===== src/rtl/core/cnw_pkg.sv =====
// cnw_pkg: types, constants and lookup functions for the cpio newc walker
// no dependencies; used by every module in rtl/core
package cnw_pkg;

  // walker phase, one-hot
  typedef enum logic [5:0] {
    PH_HEADER     = 6'b000001,
    PH_NAME       = 6'b000010,
    PH_NAMEPAD    = 6'b000100,
    PH_CONTENT    = 6'b001000,
    PH_CONTENTPAD = 6'b010000,
    PH_STOPPED    = 6'b100000
  } phase_e;

  // region codes reported per byte
  localparam logic [2:0] REG_HEADER     = 3'd0;
  localparam logic [2:0] REG_NAME       = 3'd1;
  localparam logic [2:0] REG_NAMEPAD    = 3'd2;
  localparam logic [2:0] REG_CONTENT    = 3'd3;
  localparam logic [2:0] REG_CONTENTPAD = 3'd4;
  localparam logic [2:0] REG_STOPPED    = 3'd5;

  // status codes
  localparam logic [1:0] ST_WALKING   = 2'd0;
  localparam logic [1:0] ST_TRAILER   = 2'd1;
  localparam logic [1:0] ST_BAD_MAGIC = 2'd2;
  localparam logic [1:0] ST_BAD_HEX   = 2'd3;

  // header layout (byte offsets within the 110-byte header)
  localparam logic [6:0] MAGIC_LEN   = 7'd6;
  localparam logic [6:0] FSIZE_FIRST = 7'd54;
  localparam logic [6:0] FSIZE_LAST  = 7'd61;
  localparam logic [6:0] NSIZE_FIRST = 7'd94;
  localparam logic [6:0] NSIZE_LAST  = 7'd101;
  localparam logic [6:0] HDR_LAST    = 7'd109;

  localparam int TRAILER_NAME_SIZE = 11;
  localparam int TRAILER_TEXT_LEN  = 10;

  // one result item
  typedef struct packed {
    logic [1:0]  status;
    logic [31:0] entry_size;
    logic [15:0] index;
    logic        name_last;
    logic        name_valid;
    logic [2:0]  region;
    logic [7:0]  data;
  } result_t;

  // hex digit decode
  typedef struct packed {
    logic       ok;
    logic [3:0] val;
  } hex_t;

  function automatic hex_t hex_decode(logic [7:0] c);
    hex_t h;
    h.ok  = 1'b1;
    h.val = 4'd0;
    if (c >= 8'h30 && c <= 8'h39) begin
      h.val = 4'(c - 8'h30);
    end else if (c >= 8'h61 && c <= 8'h66) begin
      h.val = 4'(c - 8'h57);
    end else if (c >= 8'h41 && c <= 8'h46) begin
      h.val = 4'(c - 8'h37);
    end else begin
      h.ok = 1'b0;
    end
    return h;
  endfunction

  // "070701"
  function automatic logic [7:0] magic_char(logic [2:0] i);
    logic [7:0] c;
    case (i)
      3'd0:    c = 8'h30;
      3'd1:    c = 8'h37;
      3'd2:    c = 8'h30;
      3'd3:    c = 8'h37;
      3'd4:    c = 8'h30;
      3'd5:    c = 8'h31;
      default: c = 8'h00;
    endcase
    return c;
  endfunction

  // "TRAILER!!!"
  function automatic logic [7:0] trailer_char(logic [3:0] i);
    logic [7:0] c;
    case (i)
      4'd0:    c = 8'h54;
      4'd1:    c = 8'h52;
      4'd2:    c = 8'h41;
      4'd3:    c = 8'h49;
      4'd4:    c = 8'h4C;
      4'd5:    c = 8'h45;
      4'd6:    c = 8'h52;
      4'd7:    c = 8'h21;
      4'd8:    c = 8'h21;
      4'd9:    c = 8'h21;
      default: c = 8'h00;
    endcase
    return c;
  endfunction

endpackage


===== src/rtl/core/cnw_walker.sv =====
// cnw_walker: walk state registers and the per-byte classification step
// depends on cnw_pkg
module cnw_walker #(
  parameter int SIZE_BITS  = 32,
  parameter int ENTRY_BITS = 16
) (
  input  logic             clk_i,
  input  logic             rst_ni,
  input  logic             step_i,
  input  logic [7:0]       byte_i,
  input  logic             restart_i,
  output cnw_pkg::result_t result_o
);

  cnw_pkg::phase_e       phase_q, phase_d;
  logic [6:0]            off_q, off_d;
  logic [SIZE_BITS-1:0]  acc_q, acc_d;
  logic [SIZE_BITS-1:0]  name_len_q, name_len_d;
  logic [SIZE_BITS-1:0]  cont_len_q, cont_len_d;
  logic [SIZE_BITS-1:0]  rem_q, rem_d;
  logic [1:0]            align_q, align_d;
  logic [ENTRY_BITS-1:0] count_q, count_d;
  logic                  match_q, match_d;
  logic [1:0]            status_q, status_d;

  // state as seen by this byte, after an optional restart
  cnw_pkg::phase_e       ph_c;
  logic [6:0]            off_c;
  logic [SIZE_BITS-1:0]  acc_c, name_len_c, cont_len_c, rem_c;
  logic [1:0]            align_c;
  logic [ENTRY_BITS-1:0] count_c;
  logic                  match_c;

  logic [2:0]            region;
  logic                  name_valid, name_last, trailer;
  logic                  go_after_name, go_enter_content, go_after_content, go_next_entry;
  logic [SIZE_BITS-1:0]  pos;
  cnw_pkg::hex_t         hex;

  // restart folds the reset values in front of the step
  always_comb begin
    if (restart_i) begin
      ph_c       = cnw_pkg::PH_HEADER;
      off_c      = '0;
      acc_c      = '0;
      name_len_c = '0;
      cont_len_c = '0;
      rem_c      = '0;
      align_c    = '0;
      count_c    = '0;
      match_c    = 1'b1;
    end else begin
      ph_c       = phase_q;
      off_c      = off_q;
      acc_c      = acc_q;
      name_len_c = name_len_q;
      cont_len_c = cont_len_q;
      rem_c      = rem_q;
      align_c    = align_q;
      count_c    = count_q;
      match_c    = match_q;
    end
  end

  assign hex = cnw_pkg::hex_decode(byte_i);
  assign pos = name_len_c - rem_c;

  // one classification step
  always_comb begin
    phase_d    = ph_c;
    off_d      = off_c;
    acc_d      = acc_c;
    name_len_d = name_len_c;
    cont_len_d = cont_len_c;
    rem_d      = rem_c;
    count_d    = count_c;
    match_d    = match_c;
    status_d   = restart_i ? cnw_pkg::ST_WALKING : status_q;
    align_d    = (ph_c != cnw_pkg::PH_STOPPED) ? align_c + 2'd1 : align_c;
    region     = cnw_pkg::REG_STOPPED;
    name_valid = 1'b0;
    name_last  = 1'b0;
    trailer    = 1'b0;
    go_after_name    = 1'b0;
    go_enter_content = 1'b0;
    go_after_content = 1'b0;
    go_next_entry    = 1'b0;

    unique case (ph_c)
      cnw_pkg::PH_HEADER: begin
        region = cnw_pkg::REG_HEADER;
        if (off_c < cnw_pkg::MAGIC_LEN &&
            byte_i != cnw_pkg::magic_char(off_c[2:0])) begin
          status_d = cnw_pkg::ST_BAD_MAGIC;
          phase_d  = cnw_pkg::PH_STOPPED;
          region   = cnw_pkg::REG_STOPPED;
        end else if (((off_c >= cnw_pkg::FSIZE_FIRST && off_c <= cnw_pkg::FSIZE_LAST) ||
                      (off_c >= cnw_pkg::NSIZE_FIRST && off_c <= cnw_pkg::NSIZE_LAST)) &&
                     !hex.ok) begin
          status_d = cnw_pkg::ST_BAD_HEX;
          phase_d  = cnw_pkg::PH_STOPPED;
          region   = cnw_pkg::REG_STOPPED;
        end else begin
          // size field digits shift in from the low end
          if ((off_c >= cnw_pkg::FSIZE_FIRST && off_c <= cnw_pkg::FSIZE_LAST) ||
              (off_c >= cnw_pkg::NSIZE_FIRST && off_c <= cnw_pkg::NSIZE_LAST)) begin
            acc_d = {acc_c[SIZE_BITS-5:0], hex.val};
            if (off_c == cnw_pkg::FSIZE_LAST) begin
              cont_len_d = acc_d;
              acc_d      = '0;
            end
            if (off_c == cnw_pkg::NSIZE_LAST) begin
              name_len_d = acc_d;
              acc_d      = '0;
            end
          end
          if (off_c >= cnw_pkg::HDR_LAST) begin
            rem_d = name_len_d;
            if (name_len_d == '0) begin
              go_after_name = 1'b1;
            end else begin
              phase_d = cnw_pkg::PH_NAME;
            end
          end else begin
            off_d = off_c + 7'd1;
          end
        end
      end
      cnw_pkg::PH_NAME: begin
        if (rem_c > SIZE_BITS'(1)) begin
          region     = cnw_pkg::REG_NAME;
          name_valid = (byte_i != 8'h00);
          name_last  = (rem_c == SIZE_BITS'(2));
          if (pos < SIZE_BITS'(cnw_pkg::TRAILER_TEXT_LEN)) begin
            if (byte_i != cnw_pkg::trailer_char(pos[3:0])) begin
              match_d = 1'b0;
            end
            trailer = (pos == SIZE_BITS'(cnw_pkg::TRAILER_TEXT_LEN - 1)) && match_d &&
                      (name_len_c == SIZE_BITS'(cnw_pkg::TRAILER_NAME_SIZE));
          end
        end else begin
          region = cnw_pkg::REG_NAMEPAD;
        end
        rem_d = rem_c - SIZE_BITS'(1);
        if (trailer) begin
          status_d = cnw_pkg::ST_TRAILER;
          phase_d  = cnw_pkg::PH_STOPPED;
        end else if (rem_d == '0) begin
          go_after_name = 1'b1;
        end
      end
      cnw_pkg::PH_NAMEPAD: begin
        region = cnw_pkg::REG_NAMEPAD;
        go_enter_content = (align_d == 2'd0);
      end
      cnw_pkg::PH_CONTENT: begin
        region = cnw_pkg::REG_CONTENT;
        rem_d  = rem_c - SIZE_BITS'(1);
        go_after_content = (rem_d == '0);
      end
      cnw_pkg::PH_CONTENTPAD: begin
        region = cnw_pkg::REG_CONTENTPAD;
        go_next_entry = (align_d == 2'd0);
      end
      default: begin
        region = cnw_pkg::REG_STOPPED;
      end
    endcase

    // chained transitions between phases
    if (go_after_name) begin
      if (align_d == 2'd0) begin
        go_enter_content = 1'b1;
      end else begin
        phase_d = cnw_pkg::PH_NAMEPAD;
      end
    end
    if (go_enter_content) begin
      rem_d = cont_len_d;
      if (cont_len_d == '0) begin
        go_after_content = 1'b1;
      end else begin
        phase_d = cnw_pkg::PH_CONTENT;
      end
    end
    if (go_after_content) begin
      if (align_d == 2'd0) begin
        go_next_entry = 1'b1;
      end else begin
        phase_d = cnw_pkg::PH_CONTENTPAD;
      end
    end
    if (go_next_entry) begin
      count_d    = count_c + ENTRY_BITS'(1);
      phase_d    = cnw_pkg::PH_HEADER;
      off_d      = '0;
      acc_d      = '0;
      name_len_d = '0;
      cont_len_d = '0;
      rem_d      = '0;
      match_d    = 1'b1;
    end
  end

  // result for this byte
  always_comb begin
    result_o.data       = byte_i;
    result_o.region     = region;
    result_o.name_valid = name_valid;
    result_o.name_last  = name_last;
    result_o.index      = 16'(count_c);
    result_o.entry_size = 32'(cont_len_c);
    result_o.status     = status_d;
  end

  // walk state registers
  always_ff @(posedge clk_i or negedge rst_ni) begin
    if (!rst_ni) begin
      phase_q    <= cnw_pkg::PH_HEADER;
      off_q      <= '0;
      acc_q      <= '0;
      name_len_q <= '0;
      cont_len_q <= '0;
      rem_q      <= '0;
      align_q    <= '0;
      count_q    <= '0;
      match_q    <= 1'b1;
      status_q   <= cnw_pkg::ST_WALKING;
    end else if (step_i) begin
      phase_q    <= phase_d;
      off_q      <= off_d;
      acc_q      <= acc_d;
      name_len_q <= name_len_d;
      cont_len_q <= cont_len_d;
      rem_q      <= rem_d;
      align_q    <= align_d;
      count_q    <= count_d;
      match_q    <= match_d;
      status_q   <= status_d;
    end
  end

endmodule


===== src/rtl/core/cnw_out_reg.sv =====
// cnw_out_reg: result register on the master side of the walker
// depends on cnw_pkg
module cnw_out_reg (
  input  logic             clk_i,
  input  logic             rst_ni,
  input  logic             load_i,
  input  cnw_pkg::result_t result_i,
  input  logic             ready_i,
  output logic             can_load_o,
  output logic             valid_o,
  output cnw_pkg::result_t result_o
);

  logic             valid_q, valid_d;
  cnw_pkg::result_t res_q;

  // room when empty or when the held request leaves this cycle
  assign can_load_o = !valid_q || ready_i;

  always_comb begin
    valid_d = valid_q;
    if (load_i) begin
      valid_d = 1'b1;
    end else if (ready_i) begin
      valid_d = 1'b0;
    end
  end

  always_ff @(posedge clk_i or negedge rst_ni) begin
    if (!rst_ni) begin
      valid_q <= 1'b0;
    end else begin
      valid_q <= valid_d;
    end
  end

  // payload, no reset needed
  always_ff @(posedge clk_i) begin
    if (load_i) begin
      res_q <= result_i;
    end
  end

  assign valid_o  = valid_q;
  assign result_o = res_q;

endmodule


===== src/rtl/core/cpio_newc_archive_walker.sv =====
// cpio_newc_archive_walker: one archive byte per request in, one tagged result out.
// Path: input register, walk step (a single pass between the two registers), result register.
// Throughput: one byte per cycle unless a low m_axis_tready fills the result register.
// Reset (rst_ni low, asynchronous) empties both registers and returns the walk to header
// byte 0 with entry count 0 and status walking; restart in tuser does the same per byte.
// Depends on cnw_pkg, cnw_walker and cnw_out_reg.
module cpio_newc_archive_walker #(
  parameter int SIZE_BITS  = 32,
  parameter int ENTRY_BITS = 16
) (
  input  logic        clk_i,
  input  logic        rst_ni,
  input  logic        s_axis_tvalid,
  output logic        s_axis_tready,
  input  logic [7:0]  s_axis_tdata,   // [7:0] data_byte
  input  logic        s_axis_tuser,   // [0] restart
  output logic        m_axis_tvalid,
  input  logic        m_axis_tready,
  output logic [63:0] m_axis_tdata,   // [7:0] out_byte, [23:8] entry_index,
                                      // [55:24] entry_file_size, [57:56] status, rest 0
  output logic [3:0]  m_axis_tuser,   // [2:0] region, [3] name_char_valid
  output logic        m_axis_tlast    // name_last
);

  logic             in_valid_q, in_valid_d;
  logic [7:0]       in_byte_q;
  logic             in_restart_q;
  logic             step;
  logic             can_load;
  cnw_pkg::result_t step_res, out_res;

  // a held byte steps whenever the result register has room
  assign step          = in_valid_q && can_load;
  assign s_axis_tready = !in_valid_q || step;

  always_comb begin
    in_valid_d = in_valid_q;
    if (s_axis_tvalid && s_axis_tready) begin
      in_valid_d = 1'b1;
    end else if (step) begin
      in_valid_d = 1'b0;
    end
  end

  // input register
  always_ff @(posedge clk_i or negedge rst_ni) begin
    if (!rst_ni) begin
      in_valid_q <= 1'b0;
    end else begin
      in_valid_q <= in_valid_d;
    end
  end

  always_ff @(posedge clk_i) begin
    if (s_axis_tvalid && s_axis_tready) begin
      in_byte_q    <= s_axis_tdata;
      in_restart_q <= s_axis_tuser;
    end
  end

  cnw_walker #(
    .SIZE_BITS (SIZE_BITS),
    .ENTRY_BITS(ENTRY_BITS)
  ) u_walker (
    .clk_i    (clk_i),
    .rst_ni   (rst_ni),
    .step_i   (step),
    .byte_i   (in_byte_q),
    .restart_i(in_restart_q),
    .result_o (step_res)
  );

  cnw_out_reg u_out_reg (
    .clk_i     (clk_i),
    .rst_ni    (rst_ni),
    .load_i    (step),
    .result_i  (step_res),
    .ready_i   (m_axis_tready),
    .can_load_o(can_load),
    .valid_o   (m_axis_tvalid),
    .result_o  (out_res)
  );

  // pack the result onto the master side
  assign m_axis_tdata = {6'd0, out_res.status, out_res.entry_size, out_res.index, out_res.data};
  assign m_axis_tuser = {out_res.name_valid, out_res.region};
  assign m_axis_tlast = out_res.name_last;

endmodule


===== config.mk =====
export PLATFORM = sky130hd
export DESIGN_NAME = cpio_newc_archive_walker
export DESIGN_NICKNAME = d
export VERILOG_FILES = /design/src/rtl/core/cnw_pkg.sv /design/src/rtl/core/cnw_walker.sv /design/src/rtl/core/cnw_out_reg.sv /design/src/rtl/core/cpio_newc_archive_walker.sv
export SDC_FILE = /design/constraint.sdc
export NUM_CORES = 1
export LEC_CHECK = 0
export BUFFER_PORTS_ARGS = -buffer_cell sky130_fd_sc_hd__buf_2
export CAP_MARGIN = 0
export CELL_PAD_IN_SITES_DETAIL_PLACEMENT = 1
export CELL_PAD_IN_SITES_GLOBAL_PLACEMENT = 1
export CORE_MARGIN = 5
export CORE_UTILIZATION = 39
export DETAILED_ROUTE_END_ITERATION = 6
export PLACE_DENSITY = 0.65
export SYNTH_ARGS = -nofsm -noshare
export SYNTH_HDL_FRONTEND = slang
export SYNTH_SLANG_ARGS = --single-unit

===== constraint.sdc =====
create_clock -name clk_i -period 11.39 [get_ports clk_i]
set_input_delay 1.139 -clock clk_i [delete_from_list [all_inputs] [get_ports clk_i]]
set_output_delay 1.139 -clock clk_i [all_outputs]
set_load 0.03 [all_outputs]

==> results_dict.tcl, run 1 <==
set metrics [dict create \
    rsz0062_at_grt "no" \
    num_rows 74 \
    p_per_area_nw_per_um2 134.7 \
    synth.area.top_cells "dfrtp_1 (24%), edfxtp_1 (13%), nand2_1 (5.7%)" \
    cp.required_ns 11.89 \
    fin_hold_ws_ns 0.4404 \
    antenna_cells 0 \
    wl_per_cell_um 26.77 \
    clockBufferDepth 3 \
    cellLeakagePower_nw 7.422 \
    multiInputGateArea_um2 9354 \
    critPathKind "flop to flop" \
    arrival_ns 7.40 \
    grt_pass1_vias 15954 \
    max_freq_mhz 144.9 \
    syn_area_per_cell_um2 8.365 \
    startpoint_type "flop" \
    ant_nets 0 \
    cts-buffers-inserted 29 \
    die_x_um 214.4 \
    drt_pre_antenna_iters 6 \
    ys_warn_count 0 \
    drive_above_1_share_pct 9.898 \
    core-area_um2 41110 \
    maxSlewViolCount 0 \
    grt_use_total_pct 28.22 \
    syn_inst 1948 \
    worstSkewPairLatency_ns 0.58 \
    tns_ns 0 \
    synth_enable_flop_cells 72 \
    root_buffer "clkbuf_16" \
    tritoncts "done" \
    cts_setup_buffers 0 \
    grt_max_degree 115 \
    synth-seq-cells 232 \
    postCtsResizedCells 0 \
    nets 1988 \
    syn_to_final_growth_pct 9.982 \
    ys_types 97 \
    grt_overflow 0 \
    drc 0 \
    dpl.hpwl_mm 49.97 \
    synth_top_area_cell "dfrtp_1" \
    initial_core_util_pct 39.64 \
    fin_worst_skew_ns 0.01512 \
    clock-sinks 232 \
    fillers 4917 \
    io_buffer_count 77 \
    ys_seq_area_share_pct 37.86 \
    vias 15797 \
    fin_crit_ns 6.900 \
    drtIter0Drc 1333 \
    clk_pin_slew_ns 0.07 \
    ir_drop_mv 0.1142 \
    cts_hold_buf 0 \
    fin_area_um2 17920 \
    synth_async_sr_flop_share_pct 68.97 \
    worst_setup_path_end_kind "flop" \
    syn_area_um2 16290 \
    cp_max_fo 38 \
    wirelength_mm 66.98 \
    maxSlewHeadroom_pct 23.16 \
    synth_top_area_share_pct 24.26 \
    placed_area_um2 16980 \
    finalHoldViolCount 0 \
    worstMarginPinSlew_ns 1.153 \
    finalSetupViolCount 0 \
    grt_pass1_wl_mm 102.4 \
    fp.dieArea_um2 45970 \
    fin_crit_sh_pct 60.58 \
    die-height_um 214.4 \
    io_pins 84 \
    status "finished clean" \
    h-tree-depth 1 \
    vias_per_cell 6.314 \
    max_cap_viol_count 0 \
    hp-class "input pin to asynchronous set/reset pin" \
    antenna_found_initial 1 \
    place_congestion 0.9767 \
    synthFlopType "dfrtp_1" \
    seq_area_um2 6168 \
]
## routing by layer
metal,up-vias,track usage (%),share of wire (%)
met3,128,5.365,7.2
met4,2,11.75,4.8
li1,7213,-,-
met1,7865,40.52,46
met5,-,0,0.010
met2,589,41.81,42
## synthesized netlist by cell type, types with 16 or more instances
cell and n:
nor2b_1 79, nor4_1 38, a21o_1 17, and2_1 21, nor2_1 170, ha_1 28
edfxtp_1 72, dfrtp_1 158, nand4_1 28, xnor2_1 27, clkbuf_1 78, nor3_1 61
o21ai_0 167, buf_2 29, nand2_1 248, nand3_1 51, a22o_1 65, buf_1 16
nand2b_1 21, mux2i_1 42, inv_1 48, a21oi_1 123, a221oi_1 23
## stage by stage
stage,power (mW),utilization [%],setup WS (ns),cells
2_1_floorplan,1.325,-,4.627,1953
3_3_place_gp,1.498,41.30,4.747,2448
3_5_place_dp,1.502,41.30,4.599,2448
4_1_cts,2.425,43.59,4.542,2502
5_1_grt,2.517,43.59,3.990,2502
6_report,2.413,43.59,4.490,2502
## cells in the final DEF (no fill, tap or decap), types with 9 or more instances in the layout
| cell type | synthesis | layout |
|---|---|---|
| nor2b_1 | 79 | 79 |
| o22ai_1 | 14 | 14 |
| maj3_1 | 14 | 14 |
| o2111ai_1 | 9 | 9 |
| xnor2_1 | 27 | 27 |
| and3_1 | 15 | 15 |
| dfrtp_1 | 158 | 158 |
| nand3_1 | 51 | 51 |
| buf_4 | 11 | 25 |
| ha_1 | 28 | 28 |
| o21ai_0 | 167 | 167 |
| clkbuf_16 | 0 | 29 |
| o21a_1 | 12 | 12 |
| a22oi_1 | 14 | 14 |
| a21o_1 | 17 | 17 |
| a221oi_1 | 23 | 23 |
| a31oi_1 | 15 | 15 |
| a211oi_1 | 14 | 14 |
| o211ai_1 | 12 | 12 |
| inv_1 | 48 | 47 |
| or2_2 | 12 | 12 |
| nor2_1 | 170 | 170 |
| mux2i_1 | 42 | 42 |
| o31ai_1 | 11 | 11 |
| nand2_1 | 248 | 246 |
| and2_1 | 21 | 21 |
| nand4_1 | 28 | 28 |
| nor4_1 | 38 | 37 |
| a22o_1 | 65 | 65 |
| buf_2 | 29 | 76 |
| edfxtp_1 | 72 | 72 |
| or4_1 | 11 | 11 |
| nand2b_1 | 21 | 21 |
| or3_1 | 13 | 13 |
| a21oi_1 | 123 | 123 |
| nor3_1 | 61 | 61 |
## critical path, stage by stage, from the launching register on
cell and delay (ns):
edfxtp_1 0.40, inv_2 0.58, buf_4 0.50, nand2_1 0.22, ha_1 0.52, a41oi_1 0.30, o21ai_0 0.54, or3_1 0.17
o21ai_0 0.07, a21oi_1 0.44, nor2_1 0.11, nor4_1 0.41, nand4b_1 0.18, nor4_2 0.37, o41ai_2 0.18, o211a_1 0.28
buf_4 0.28, o31ai_4 0.97, a22o_1 0.26
## cell families (layout without fill, tap and decap cells)
logic type | count (synthesis) | after routing | synth area share (%)
XOR/XNOR | 35 | 35 | 2.020
other | 1 | 6 | 0.02301
AO/OA/AOI/OAI | 588 | 588 | 24.35
buffers and inverters | 190 | 207 | 5.014
multiplexers | 45 | 45 | 2.787
flip-flops | 232 | 232 | 37.86
adder cells (fa/ha/maj) | 42 | 42 | 3.010
AND/OR/NAND/NOR | 815 | 815 | 24.94
## sequential cells by signal, summed over array words and instances (netlist names), 2 cells and up
name / flops
u_walker.phase_q: 6
u_out_reg.result_o: 63
u_walker.cont_len_q: 32
u_walker.off_q: 7
u_walker.acc_q: 28
u_walker.status_q: 2
u_walker.name_len_q: 32
u_walker.count_q: 16
in_byte_q: 8
u_walker.align_q: 2
u_walker.rem_q: 32
## worst paths after layout
| path | endpoint | startpoint | slack, ns | cells past startpoint |
|---|---|---|---|---|
| setup / recovery | u_walker.acc_q[20] | in_restart_q | 4.49 | 18 |
| hold reg to reg | u_walker.status_q[0] | u_walker.status_q[0] | 0.51 | 2 |
| min in group clk_i | u_walker.status_q[0] | u_walker.status_q[0] | 0.51 | 2 |
| hold / removal | u_walker.count_q[0] | rst_ni | 0.44 | 1 |
| setup reg to reg | u_walker.acc_q[20] | in_restart_q | 4.49 | 18 |
| max in group asynchronous | u_walker.cont_len_q[5] | rst_ni | 9.68 | 2 |
## cell type report
cell class              count  share of cell area, %
well taps                 532                  3.714
flip-flops and latches    232                  34.42
repair buffers            103                  3.344
multi-input cells        1531                  52.20
clock inverters            19                  1.075
clock buffers              35                  4.175
inverters                  50                  1.075
## power breakdown
part / switching, mW / internal (mW)
Combinational: 0.378 / 0.172
Sequential: 0.0414 / 0.901
Clock: 0.381 / 0.539
Total: 0.801 / 1.61
(Power assumes the default switching activity.)
==> inputs of run 2 (changes only) <==
--- a/config.mk
+++ b/config.mk
@@ -12,7 +12,7 @@
 export CORE_MARGIN = 5
 export CORE_UTILIZATION = 39
 export DETAILED_ROUTE_END_ITERATION = 6
-export PLACE_DENSITY = 0.65
+export PLACE_DENSITY = 0.68
 export SYNTH_ARGS = -nofsm -noshare
 export SYNTH_HDL_FRONTEND = slang
 export SYNTH_SLANG_ARGS = --single-unit
==> constraint.sdc (replaced) <==
create_clock -name clk_i -period 6 [get_ports clk_i]
set_input_delay 0.6 -clock clk_i [delete_from_list [all_inputs] [get_ports clk_i]]
set_output_delay 0.6 -clock clk_i [all_outputs]
set_load 0.03 [all_outputs]
==> results_dict.tcl, run 2 (synthesis results as in run 1) <==
set metrics [dict create \
    grt_overflow 0 \
    clk_pin_slew_ns 0.06 \
    arrival_ns 6.05 \
    fin_crit_ns 5.568 \
    cp_max_fo 15 \
    io_buffer_count 77 \
    total_power_mw 4.577 \
    io_pins 84 \
    tns_ns 0 \
    stdcell_count 2517 \
    drt_pre_antenna_iters 7 \
    busiest_layer "met2" \
    clock-sinks 232 \
    cp_common_cell "ha_1" \
    tritoncts "done" \
    grt_use_total_pct 27.96 \
    startpoint_type "flop" \
    max_freq_mhz 179.6 \
    dp.cells 2465 \
    slowest_stage "nor3_2" \
    rsz0062_at_grt "no" \
    antenna_cells 0 \
    fin_hold_ws_ns 0.1575 \
    slowest_delay_ns 0.78 \
    fin_worst_skew_ns 0.02446 \
    crit_family "simple AND/OR/NAND/NOR gates" \
    fin_crit_sh_pct 92.79 \
    final_util_pct 44.07 \
    layout_setup_ws_ns 0.4323 \
    use_met1_pct 40.49 \
    wirelength_mm 66.80 \
    max_cap_viol_count 0 \
    cts_hold_buf 0 \
    syn_to_final_growth_pct 11.18 \
    final_common_cell "nand2_1" \
    die-height_um 214.4 \
    fin_area_um2 18120 \
    core-area_um2 41110 \
    use_met2_pct 44.12 \
    wl_per_cell_um 26.54 \
    placed_area_um2 17180 \
    p_per_area_nw_per_um2 252.6 \
    cts-buffers-inserted 28 \
    worstMarginPinSlew_ns 1.073 \
    num_rows 74 \
    drive_above_1_share_pct 10.88 \
    finalSetupViolCount 0 \
    clockBufferDepth 3 \
    cp.required_ns 6.48 \
    grt_pass1_vias 15985 \
    vias 15861 \
    grt_util_met3_pct 2.725 \
    maxSlewHeadroom_pct 28.45 \
    die_x_um 214.4 \
    worstSkewPairLatency_ns 0.57 \
    finalHoldViolCount 0 \
    largest_register_ffs 63 \
    ir_drop_mv 0.2094 \
    hp-class "input pin to asynchronous set/reset pin" \
    dpl.hpwl_mm 49.85 \
    cellLeakagePower_nw 7.535 \
    vias_per_cell 6.302 \
    layout_common_cells "nand2_1 (245), nor2_1 (170), o21ai_0 (166)" \
    grt_max_degree 104 \
    nets 2004 \
    grt_pass1_wl_mm 101.8 \
    place_congestion 1.017 \
    fp.dieArea_um2 45970 \
    drtIter0Drc 1159 \
    initial_core_util_pct 39.64 \
    ant_nets 0 \
    h-tree-depth 1 \
    root_buffer "clkbuf_16" \
    crit_chain "buf_4, nor2b_1, ha_1, inv_1, ha_1, o22ai_2, a221oi_4, nor3b_4, or2_4, a311o_1, a311oi_1, a2111oi_1, nand3_2, nor4_2, o41ai_2, o211a_1, nor3_2, a22o_1" \
    worst-path-buf-inv 2 \
    critPathKind "flop to flop" \
    antenna_found_initial 0 \
    drc 0 \
    place_ws_ns 0.4566 \
    cts_setup_buffers 0 \
    status "finished clean" \
    worst_setup_path_end_kind "flop" \
    maxSlewViolCount 0 \
]
run 2: worst paths after layout:
kind                                       from                      end  slack, ns  depth (start not counted)
max                                in_restart_q  u_walker.name_len_q[17]       0.43                         18
max reg2reg                        in_restart_q  u_walker.name_len_q[17]       0.43                         18
min in group clk_i              s_axis_tdata[6]             in_byte_q[6]       0.20                          1
max in group asynchronous                rst_ni      u_walker.count_q[0]       4.37                          2
min                                      rst_ni   u_walker.cont_len_q[5]       0.16                          1
min reg2reg                u_walker.status_q[0]     u_walker.status_q[0]       0.50                          2
run 2: per-layer routing:
layer,wire length (µm),vias up
li1,-,7257
met1,30830,8018
met2,29880,491
met3,3600,95
met4,2499,0
met5,0,-
run 2: where the power goes:
group	leakage, nW	switching (mW)	total, mW	internal (mW)
sequential	2.92	0.0771	1.79	1.71
combinational	4.16	0.733	1.08	0.342
clock	0.458	0.707	1.71	1.01
run 2: final cells by class:
cell class | count | area, µm²
clock buffer | 41 | 832.0
clock inverter | 11 | 97.59
fill | 4928 | 22990
inverter | 50 | 192.7
multi-input combinational | 1531 | 9370
sequential | 232 | 6168
tap | 532 | 665.6
timing repair buffer | 120 | 789.5
run 2: timing repair:
| action | 4_1_cts | 5_1_grt |
|---|---|---|
| resized for setup | 0 | 3 |
| hold endpoints to repair | 0 | 0 |
| setup endpoints to repair | 0 | 8 |
